$ cat src/hdl/jfp_pkg.sv
// Shared codes, constants, cosine table and arithmetic helpers for the joystick frame parser.
package jfp_pkg;

	// Event codes reported with each result transaction
	localparam logic [2:0] EV_NONE  = 3'd0;
	localparam logic [2:0] EV_START = 3'd1;
	localparam logic [2:0] EV_SHOOT = 3'd2;
	localparam logic [2:0] EV_INIT  = 3'd3;
	localparam logic [2:0] EV_WALK  = 3'd4;
	localparam logic [2:0] EV_FRAME = 3'd5;

	// Robot mode codes
	localparam logic [1:0] MODE_IDLE  = 2'd0;
	localparam logic [1:0] MODE_INIT  = 2'd1;
	localparam logic [1:0] MODE_WALK  = 2'd2;
	localparam logic [1:0] MODE_SHOOT = 2'd3;

	// Frame position codes: idle waits for sync, the rest name the next byte expected
	localparam logic [2:0] POS_IDLE    = 3'd0;
	localparam logic [2:0] POS_RADIUS1 = 3'd1;
	localparam logic [2:0] POS_ANGLE1  = 3'd2;
	localparam logic [2:0] POS_RADIUS2 = 3'd3;
	localparam logic [2:0] POS_ANGLE2  = 3'd4;

	// Command letters and sync reset value
	localparam logic [7:0] CHAR_A     = 8'h41;
	localparam logic [7:0] CHAR_B     = 8'h42;
	localparam logic [7:0] CHAR_C     = 8'h43;
	localparam logic [7:0] CHAR_D     = 8'h44;
	localparam logic [7:0] SYNC_RESET = 8'h55;

	// Angle steps per turn, and the index offset that turns cosine into sine
	localparam logic [6:0] ANGLE_STEPS = 7'd36;
	localparam logic [6:0] SIN_OFFSET  = 7'd27;

	// Largest stick magnitude, 255 * 16384 / 64
	localparam int STICK_MAX = 65280;

	// Cosine of index * 10 degrees in Q1.14
	localparam logic signed [15:0] COS_Q14 [36] = '{
		16'sd16384, 16'sd16135, 16'sd15396, 16'sd14189, 16'sd12551, 16'sd10531,
		16'sd8192,  16'sd5604,  16'sd2845,  16'sd0,     -16'sd2845, -16'sd5604,
		-16'sd8192, -16'sd10531, -16'sd12551, -16'sd14189, -16'sd15396, -16'sd16135,
		-16'sd16384, -16'sd16135, -16'sd15396, -16'sd14189, -16'sd12551, -16'sd10531,
		-16'sd8192, -16'sd5604, -16'sd2845, 16'sd0,     16'sd2845,  16'sd5604,
		16'sd8192,  16'sd10531, 16'sd12551, 16'sd14189, 16'sd15396, 16'sd16135
	};

	// Reduce a byte modulo 36: quotient by reciprocal 57/2048, exact for 0..255
	function automatic logic [5:0] angle_index(input logic [7:0] c);
		logic [13:0] prod;
		logic [2:0]  quot;
		logic [7:0]  rem;
		prod = 14'(c) * 14'd57;
		quot = prod[13:11];
		rem  = c - 8'(8'(quot) * 8'd36);
		return rem[5:0];
	endfunction

	// Table index of the sine for a cosine index
	function automatic logic [5:0] sin_index(input logic [5:0] k);
		logic [6:0] s;
		s = 7'(k) + SIN_OFFSET;
		if (s >= ANGLE_STEPS) begin
			s = s - ANGLE_STEPS;
		end
		return s[5:0];
	endfunction

	// Radius times table entry over 64, magnitude rounded half away from zero
	function automatic logic signed [16:0] scale(input logic [7:0] radius,
			input logic [5:0] idx);
		logic signed [15:0] t;
		logic [14:0]        mag;
		logic [21:0]        p;
		logic [15:0]        q;
		t   = COS_Q14[idx];
		mag = t[15] ? 15'(-t) : 15'(t);
		p   = 22'(radius) * 22'(mag) + 22'd32;
		q   = p[21:6];
		return t[15] ? -$signed({1'b0, q}) : $signed({1'b0, q});
	endfunction

endpackage

$ cat src/hdl/joystick_frame_parser.sv
// Joystick frame parser: byte stream to command events, robot mode and stick coordinates.
// A byte is held in the input register once accepted, then moves to the result register
// when the result slot is free; one result per byte.
// Throughput: one byte per cycle while out_ready holds; a stalled result blocks the input.
// Reset (arst_n low, asynchronous): idle frame position, idle mode, zero sticks,
// sync byte 0x55, no valid transaction in flight.
module joystick_frame_parser (
	input  logic               clk,
	input  logic               arst_n,
	// Configuration write channel
	input  logic               cfg_valid,
	output logic               cfg_ready,
	input  logic [7:0]         cfg_data,
	// Byte input channel
	input  logic               in_valid,
	output logic               in_ready,
	input  logic [7:0]         rx_byte,
	// Result channel
	output logic               out_valid,
	input  logic               out_ready,
	output logic [2:0]         event_res,
	output logic [1:0]         robot_mode,
	output logic signed [16:0] stick1_x,
	output logic signed [16:0] stick1_y,
	output logic signed [16:0] stick2_x,
	output logic signed [16:0] stick2_y
);

	logic [7:0]         sync_q;
	logic               valid_s1;
	logic [7:0]         rx_s1;
	logic               out_valid_q;
	logic [2:0]         event_q;
	logic [2:0]         pos_q;
	logic [1:0]         mode_q;
	logic [7:0]         radius1_q;
	logic [5:0]         angle1_q;
	logic [7:0]         radius2_q;
	logic signed [16:0] x1_q, y1_q, x2_q, y2_q;

	logic               advance;
	logic [2:0]         event_d;
	logic [2:0]         pos_d;
	logic [1:0]         mode_d;
	logic [7:0]         radius1_d;
	logic [5:0]         angle1_d;
	logic [7:0]         radius2_d;
	logic [5:0]         angle2;
	logic signed [16:0] x1_d, y1_d, x2_d, y2_d;

	// Move the registered byte into the result stage when the result slot is free
	assign advance   = valid_s1 && (!out_valid_q || out_ready);
	assign in_ready  = !valid_s1 || advance;
	assign cfg_ready = 1'b1;

	// Hold the sync byte register
	always_ff @(posedge clk or negedge arst_n) begin
		if (!arst_n) begin
			sync_q <= jfp_pkg::SYNC_RESET;
		end else if (cfg_valid) begin
			sync_q <= cfg_data;
		end
	end

	// Capture the input transaction
	always_ff @(posedge clk or negedge arst_n) begin
		if (!arst_n) begin
			valid_s1 <= 1'b0;
		end else if (in_ready) begin
			valid_s1 <= in_valid;
		end
	end

	always_ff @(posedge clk) begin
		if (in_valid && in_ready) begin
			rx_s1 <= rx_byte;
		end
	end

	// Decode the byte against the frame position and compute the next state
	always_comb begin
		event_d   = jfp_pkg::EV_NONE;
		pos_d     = pos_q;
		mode_d    = mode_q;
		radius1_d = radius1_q;
		angle1_d  = angle1_q;
		radius2_d = radius2_q;
		x1_d      = x1_q;
		y1_d      = y1_q;
		x2_d      = x2_q;
		y2_d      = y2_q;
		angle2    = jfp_pkg::angle_index(rx_s1);
		case (pos_q)
			jfp_pkg::POS_RADIUS1: begin
				radius1_d = rx_s1;
				pos_d     = jfp_pkg::POS_ANGLE1;
			end
			jfp_pkg::POS_ANGLE1: begin
				angle1_d = jfp_pkg::angle_index(rx_s1);
				pos_d    = jfp_pkg::POS_RADIUS2;
			end
			jfp_pkg::POS_RADIUS2: begin
				radius2_d = rx_s1;
				pos_d     = jfp_pkg::POS_ANGLE2;
			end
			jfp_pkg::POS_ANGLE2: begin
				x1_d    = jfp_pkg::scale(radius1_q, angle1_q);
				y1_d    = jfp_pkg::scale(radius1_q, jfp_pkg::sin_index(angle1_q));
				x2_d    = jfp_pkg::scale(radius2_q, angle2);
				y2_d    = jfp_pkg::scale(radius2_q, jfp_pkg::sin_index(angle2));
				pos_d   = jfp_pkg::POS_IDLE;
				event_d = jfp_pkg::EV_FRAME;
			end
			default: begin
				// Idle, and the unused codes: look for sync and command letters
				pos_d = (rx_s1 == sync_q) ? jfp_pkg::POS_RADIUS1 : jfp_pkg::POS_IDLE;
				if (rx_s1 == jfp_pkg::CHAR_A) begin
					event_d = jfp_pkg::EV_START;
				end else if (rx_s1 == jfp_pkg::CHAR_B) begin
					event_d = jfp_pkg::EV_SHOOT;
					mode_d  = jfp_pkg::MODE_SHOOT;
				end else if (rx_s1 == jfp_pkg::CHAR_C) begin
					event_d = jfp_pkg::EV_INIT;
					mode_d  = jfp_pkg::MODE_INIT;
				end else if (rx_s1 == jfp_pkg::CHAR_D) begin
					event_d = jfp_pkg::EV_WALK;
					mode_d  = jfp_pkg::MODE_WALK;
				end
			end
		endcase
	end

	// Advance parser state and the result register together
	always_ff @(posedge clk or negedge arst_n) begin
		if (!arst_n) begin
			out_valid_q <= 1'b0;
			event_q     <= jfp_pkg::EV_NONE;
			pos_q       <= jfp_pkg::POS_IDLE;
			mode_q      <= jfp_pkg::MODE_IDLE;
			radius1_q   <= '0;
			angle1_q    <= '0;
			radius2_q   <= '0;
			x1_q        <= '0;
			y1_q        <= '0;
			x2_q        <= '0;
			y2_q        <= '0;
		end else begin
			if (advance) begin
				out_valid_q <= 1'b1;
				event_q     <= event_d;
				pos_q       <= pos_d;
				mode_q      <= mode_d;
				radius1_q   <= radius1_d;
				angle1_q    <= angle1_d;
				radius2_q   <= radius2_d;
				x1_q        <= x1_d;
				y1_q        <= y1_d;
				x2_q        <= x2_d;
				y2_q        <= y2_d;
			end else if (out_ready) begin
				out_valid_q <= 1'b0;
			end
		end
	end

	// Drive the result ports straight from the held state
	assign out_valid  = out_valid_q;
	assign event_res  = event_q;
	assign robot_mode = mode_q;
	assign stick1_x   = x1_q;
	assign stick1_y   = y1_q;
	assign stick2_x   = x2_q;
	assign stick2_y   = y2_q;

endmodule

$ cat config.mk
export PLATFORM = sky130hd
export DESIGN_NAME = joystick_frame_parser
export DESIGN_NICKNAME = d
export VERILOG_FILES = /design/src/hdl/jfp_pkg.sv /design/src/hdl/joystick_frame_parser.sv
export SDC_FILE = /design/constraint.sdc
export NUM_CORES = 2
export LEC_CHECK = 0
export ABC_AREA = 1
export BUFFER_PORTS_ARGS = -buffer_cell sky130_fd_sc_hd__buf_2
export CAP_MARGIN = 20
export CORE_AREA = 3 3 258 260
export CTS_CLUSTER_DIAMETER = 40
export DETAILED_ROUTE_END_ITERATION = 6
export DIE_AREA = 0 0 261 263
export HOLD_SLACK_MARGIN = 0.05
export PLACE_DENSITY_LB_ADDON = 0.1
export SLEW_MARGIN = 20
export SYNTH_ARGS = -nofsm -noshare
export SYNTH_HDL_FRONTEND = slang
export SYNTH_SLANG_ARGS = --single-unit
$ cat constraint.sdc
create_clock -name clk -period 21.6 [get_ports clk]
set_input_delay 6.48 -clock clk [delete_from_list [all_inputs] [get_ports clk]]
set_output_delay 6.48 -clock clk [all_outputs]
set_load 0.02 [all_outputs]
# ---- Word level (Yosys, flattened, before mapping)
# Memories as Yosys holds them, arrays and structs flattened.
# Cells that the tools add are included.
dict set report totals {
  output_inout_bits 76
  input_bits 21
  rom_bits 4096
  word_cells 109
  n_memories 4
  ff_bits 116
}
dict set report op_classes {
  mux 32
  n_reduce_logical 15
  multipliers 6
  add_sub_neg 17
  order_cmp 6
  n_eq_ne 9
  bitwise_logic 6
}
# name depth word_bits read_ports rd_ports_with_merged_regs wr line_no
set memory_table {}
lappend memory_table {{(no name shown)} 64 16 1 0 0 jfp_pkg.sv:77} ;# t = COS_Q14[idx];
lappend memory_table {{(no name shown)} 64 16 1 0 0 jfp_pkg.sv:77}
lappend memory_table {{(no name shown)} 64 16 1 0 0 jfp_pkg.sv:77}
lappend memory_table {{(no name shown)} 64 16 1 0 0 jfp_pkg.sv:77}
# cell count
set op_table {}
lappend op_table {{2-to-1 mux 16 bit} 8}
lappend op_table {{adder 22 x 6 -> 22 bit, second input constant} 4}
lappend op_table {{multiplier 8 x 15 -> 22 bit} 4}
lappend op_table {{2-to-1 mux 17 bit} 4}
lappend op_table {{negation 16 -> 17 bit} 4}
lappend op_table {{2-to-1 mux 15 bit} 4}
lappend op_table {{negation 15 bit} 4}
lappend op_table {{equality test 8 x 7 -> 1 bit, second input constant} 4}
lappend op_table {{>= comparator 7 bit, second input constant} 4}
lappend op_table {{NOT 6 -> 7 bit} 4}
lappend op_table {{2-to-1 mux 6 bit} 4}
lappend op_table {{adder 6 x 5 -> 7 bit, second input constant} 2}
lappend op_table {{>= comparator 7 x 6 -> 1 bit, second input constant} 2}
lappend op_table {{multiplier 8 x 6 -> 14 bit, second input constant} 1}
lappend op_table {{2-to-1 mux 3 bit} 4}
lappend op_table {{one-hot mux 3 bit (4 select lines)} 1}
lappend op_table {{subtractor 6 bit, second input constant} 2}
lappend op_table {{equality test 8 bit} 1}
lappend op_table {{AND reduction 2 bit} 4}
lappend op_table {{equality test 3 x 2 -> 1 bit, second input constant} 2}
lappend op_table {{2-to-1 mux 2 bit} 3}
lappend op_table {{one-hot mux 3 bit (2 select lines)} 1}
lappend op_table {{subtractor 6 bit} 1}
lappend op_table {{multiplier 3 x 4 -> 4 bit, second input constant} 1}
lappend op_table {{12 further kinds} 18}

# ---- Logic depth before layout (Yosys ltp)
dict set report depth {
  ltp_word 17
  mapped_depth 77
}

# ---- Worst setup path after synthesis
# Ideal clock, no wire load.
dict set report synth_path {
  kind {in2out}
  start {in out_ready}
  end {out in_ready}
  required_ps 15120
  slack_ps 8387
  stages 2
  t_arrival_ps 6733
  cell_sequence {inv_1 nand3_1}
}
dict set report synth_between {
  elab_chain_cells 3
}
# item line_no
set synth_lines {}
lappend synth_lines {{start: declaration} joystick_frame_parser.sv:20} ;# input logic out_ready,
lappend synth_lines {{logical OR 1 bit} joystick_frame_parser.sv:52} ;# assign advance = valid_s1 && (!out_valid_q || out_ready);
lappend synth_lines {{logical AND 1 bit} joystick_frame_parser.sv:52}
lappend synth_lines {{logical OR 1 bit} joystick_frame_parser.sv:53} ;# assign in_ready = !valid_s1 || advance;
lappend synth_lines {{end: declaration} joystick_frame_parser.sv:16} ;# output logic in_ready,
# Every way passes these cells.

# ---- Final worst setup path
# Ends and elaborated chain as after synthesis.

==> qor.yml <==
path_delay_family: "buffers and inverters"
clkTransAtPathRegs_ns: 0.06
max_slew.worst_pin.slew_ns: 1.041
die-area_sq_mm: 0.06864
critical_path.slowest_cell: "sky130_fd_sc_hd__buf_2"
worst_hold_class: "register to register"
synth_fp_nets: 4155
layout_min_cycle_time_ns: 13.39
synth_sequential_area_ratio_pct: 11.51
num_antenna_cells: 0
timing.fmax_ghz: 0.07469
finalSetupViolations: 0
max_cap_viol_count: 0
worstSetupStartpointType: "primary input"
finalHoldViolCount: 0
clk_path_buf_depth: 2
worstSetupEndpointType: "primary output"
synth_cells: 3568
timing.slew.headroom_pct: 29.88
post-cts-setup-buffers: 0
detailedRoute.firstPassIterationCount: 5
timing.critical_path.mode_cell: "sky130_fd_sc_hd__buf_2"
final_layout_size_suffix_gt1_share_pct: 8.206
floorplan.core_area_sq_mm: 0.06435
fp.dieW_um: 261
numClockSinks: 116
count_of_unique_library_cells_instantiated_by_yosys: 65
final_cell_mix: "sky130_fd_sc_hd__nand2_1 (867), sky130_fd_sc_hd__inv_1 (647), sky130_fd_sc_hd__nor2_1 (425)"
port-buffer-count: 95
post-route-period-util_pct: 61.98
rsz_0062_raised_after_global_routing: "false"
yosys_warnings: 0
place_congestion: 0.9087
criticalPathCategory: "primary input to primary output"
final_area_sq_mm: 0.02741
critical_path_arrival_ns: 6.91
die-height_um: 263
antenna_found_initial: 0
syn_area_per_cell_sq_um: 7.180
multi_input_comb_area_sq_mm: 0.01958
grt_overflow_total: 0
yosys-top-cells-area: "sky130_fd_sc_hd__fa_1 (25%), sky130_fd_sc_hd__nand2_1 (13%), sky130_fd_sc_hd__ha_1 (12%)"
timing.hold.worst.start: "stick1_y[6]$_DFFE_PN0P_"
layout.nets: 4169
timing.final.max_slew_violations: 0
drc: 0
total_of_hold_buffers_inserted_after_clock_tree_synthesis: 0
dr_total_vias: 21860
place_hpwl_mm: 54.66
ys_dominant_reg_cell: "sky130_fd_sc_hd__dfrtp_1"
row_count: 93
grt_max_degree: 84
layout.cells.most_common: "sky130_fd_sc_hd__nand2_1"
vias_per_cell: 4.912
first_global_vias: 22530
cts_root_buffer: "sky130_fd_sc_hd__clkbuf_16"
tritoncts: "built"
groute.usage.overall_pct: 20.73
drtAntennaViolNets: 0
clock_latency_on_the_worst_skew_pair_ns: 0.47
cp_data_required_time_ns: 15.12
mappedNetlistArea_sq_mm: 0.02562
route.detailed.wl_per_inst_um: 15.30
post_cts.resized_instances: 0
post-synth-top-area-cell: "sky130_fd_sc_hd__fa_1"
cp_cell_sequence: "buf_2 > inv_1 > nand3_1 > buf_2"
cts_max_level: 4
totalWireLength_mm: 68.10
io_pins: 97
timing.critical_path.buf_inv: 3
timing.critical_path.from: "out_ready"
layout.area.seq_sq_mm: 0.002948
initial_utilization_pct: 39.81
rr_startpoint: "rx_s1[1]$_DFFE_PP_"
detailedRoute.firstIterationViolations: 1335
critical_path.max_fanout: 3
run_status: "finished clean"
crit_path_max_incr_delay_ns: 0.18
grt_first_pass_wirelength_mm: 115.3
cts-buffers-inserted: 17
postSynth.asyncResetShare_pct: 93.10
synth.ff_latch_count: 116
synth_enable_flop_cells: 8
post-synth-top-area-fraction_pct: 24.93
final.fill_count: 6791
timing.clock.skew_ns: 0.01344
setup_total_negative_slack_ns: 0
signed_area_change_from_the_synthesized_netlist_to_the_final_layout_pct: 6.994
placedInstanceArea_sq_mm: 0.02678
## cell usage after synthesis, types with 22 or more instances
cell,count
sky130_fd_sc_hd__a21oi_1,77
sky130_fd_sc_hd__clkbuf_1,83
sky130_fd_sc_hd__dfrtp_1,104
sky130_fd_sc_hd__fa_1,319
sky130_fd_sc_hd__ha_1,247
sky130_fd_sc_hd__inv_1,648
sky130_fd_sc_hd__inv_2,30
sky130_fd_sc_hd__nand2_1,867
sky130_fd_sc_hd__nand2_2,25
sky130_fd_sc_hd__nand3_1,167
sky130_fd_sc_hd__nor2_1,427
sky130_fd_sc_hd__nor3_1,43
sky130_fd_sc_hd__o21ai_0,124
sky130_fd_sc_hd__or2_2,22
sky130_fd_sc_hd__xnor2_1,45
sky130_fd_sc_hd__xor2_1,76
## area by class of cell
| type | instances | area share (%) |
|---|---|---|
| multi-input combinational | 2651 | 71.43 |
| sequential | 116 | 10.75 |
| inverter | 684 | 9.390 |
| tap | 855 | 3.903 |
| timing repair buffer | 112 | 2.209 |
| clock buffer | 19 | 1.694 |
| clock inverter | 13 | 0.6208 |
## flip-flops by register name, indices dropped and copies added, names as in the netlist
signal,count
sync_q,8
radius2_q,8
stick2_y,17
angle1_q,6
stick1_y,17
stick2_x,17
valid_s1,1
robot_mode,2
pos_q,3
radius1_q,8
rx_s1,8
event_res,3
out_valid,1
stick1_x,17
## final timing paths
| kind | depth (start not counted) | to | slack, ns |
|---|---|---|---|
| worst max-delay path | 4 | in_ready | 8.21 |
| worst min register to register | 2 | stick1_y[6]$_DFFE_PN0P_ | 0.47 |
| worst min-delay path | 2 | stick1_y[6]$_DFFE_PN0P_ | 0.47 |
| max in group asynchronous | 2 | angle1_q[3]$_DFFE_PN0P_ | 14.28 |
| worst max register to register | 56 | stick2_y[16]$_DFFE_PN0P_ | 8.38 |
| min in group asynchronous | 1 | stick1_y[6]$_DFFE_PN0P_ | 6.02 |
## layer usage
metal | GRT usage (%) | up-vias | part of all wire (%) | wire length [um]
li1 | - | 10950 | - | -
met1 | 26.97 | 10480 | 46 | 31050
met2 | 36.57 | 364 | 49 | 33500
met3 | 2.088 | 70 | 3.0 | 2021
met4 | 5.574 | 0 | 2.2 | 1530
met5 | 0 | - | 0 | 0
## logic make-up after synthesis
group	share of synthesized area [%]
other	0.01464
multiplexers	0.08791
adder cells (fa/ha/maj)	36.99
AO/OA/AOI/OAI	7.473
XOR/XNOR	5.031
flip-flops	11.51
AND/OR/NAND/NOR	26.79
buffers and inverters	12.11
## worst register-to-register path, delay by kind of cell, from the launching register on
family                     cells  cell delay [ns]
AOI/OAI and AO/OA              3             0.49
xor gates and xnor gates       2             0.79
adders and majority gates     10             4.62
buffers and inverters         11             2.19
DFF                            1             0.70
and+or+nand+nor               30             4.28
## stage by stage
stage	hold slack, ns	setup slack [ns]	std cells	utilization [%]
2_1_floorplan	0.4685	8.387	3568	-
3_3_place_gp	0.4608	8.216	4418	41.61
3_5_place_dp	0.4602	8.209	4418	41.61
4_1_cts	0.4769	8.207	4450	42.60
5_1_grt	0.4915	7.028	4450	42.60
6_report	0.4701	8.211	4450	42.60
Power is left out: the tool's default activity adds up to more than one toggle a clock period on the data nets, which glitch-free logic cannot reach.
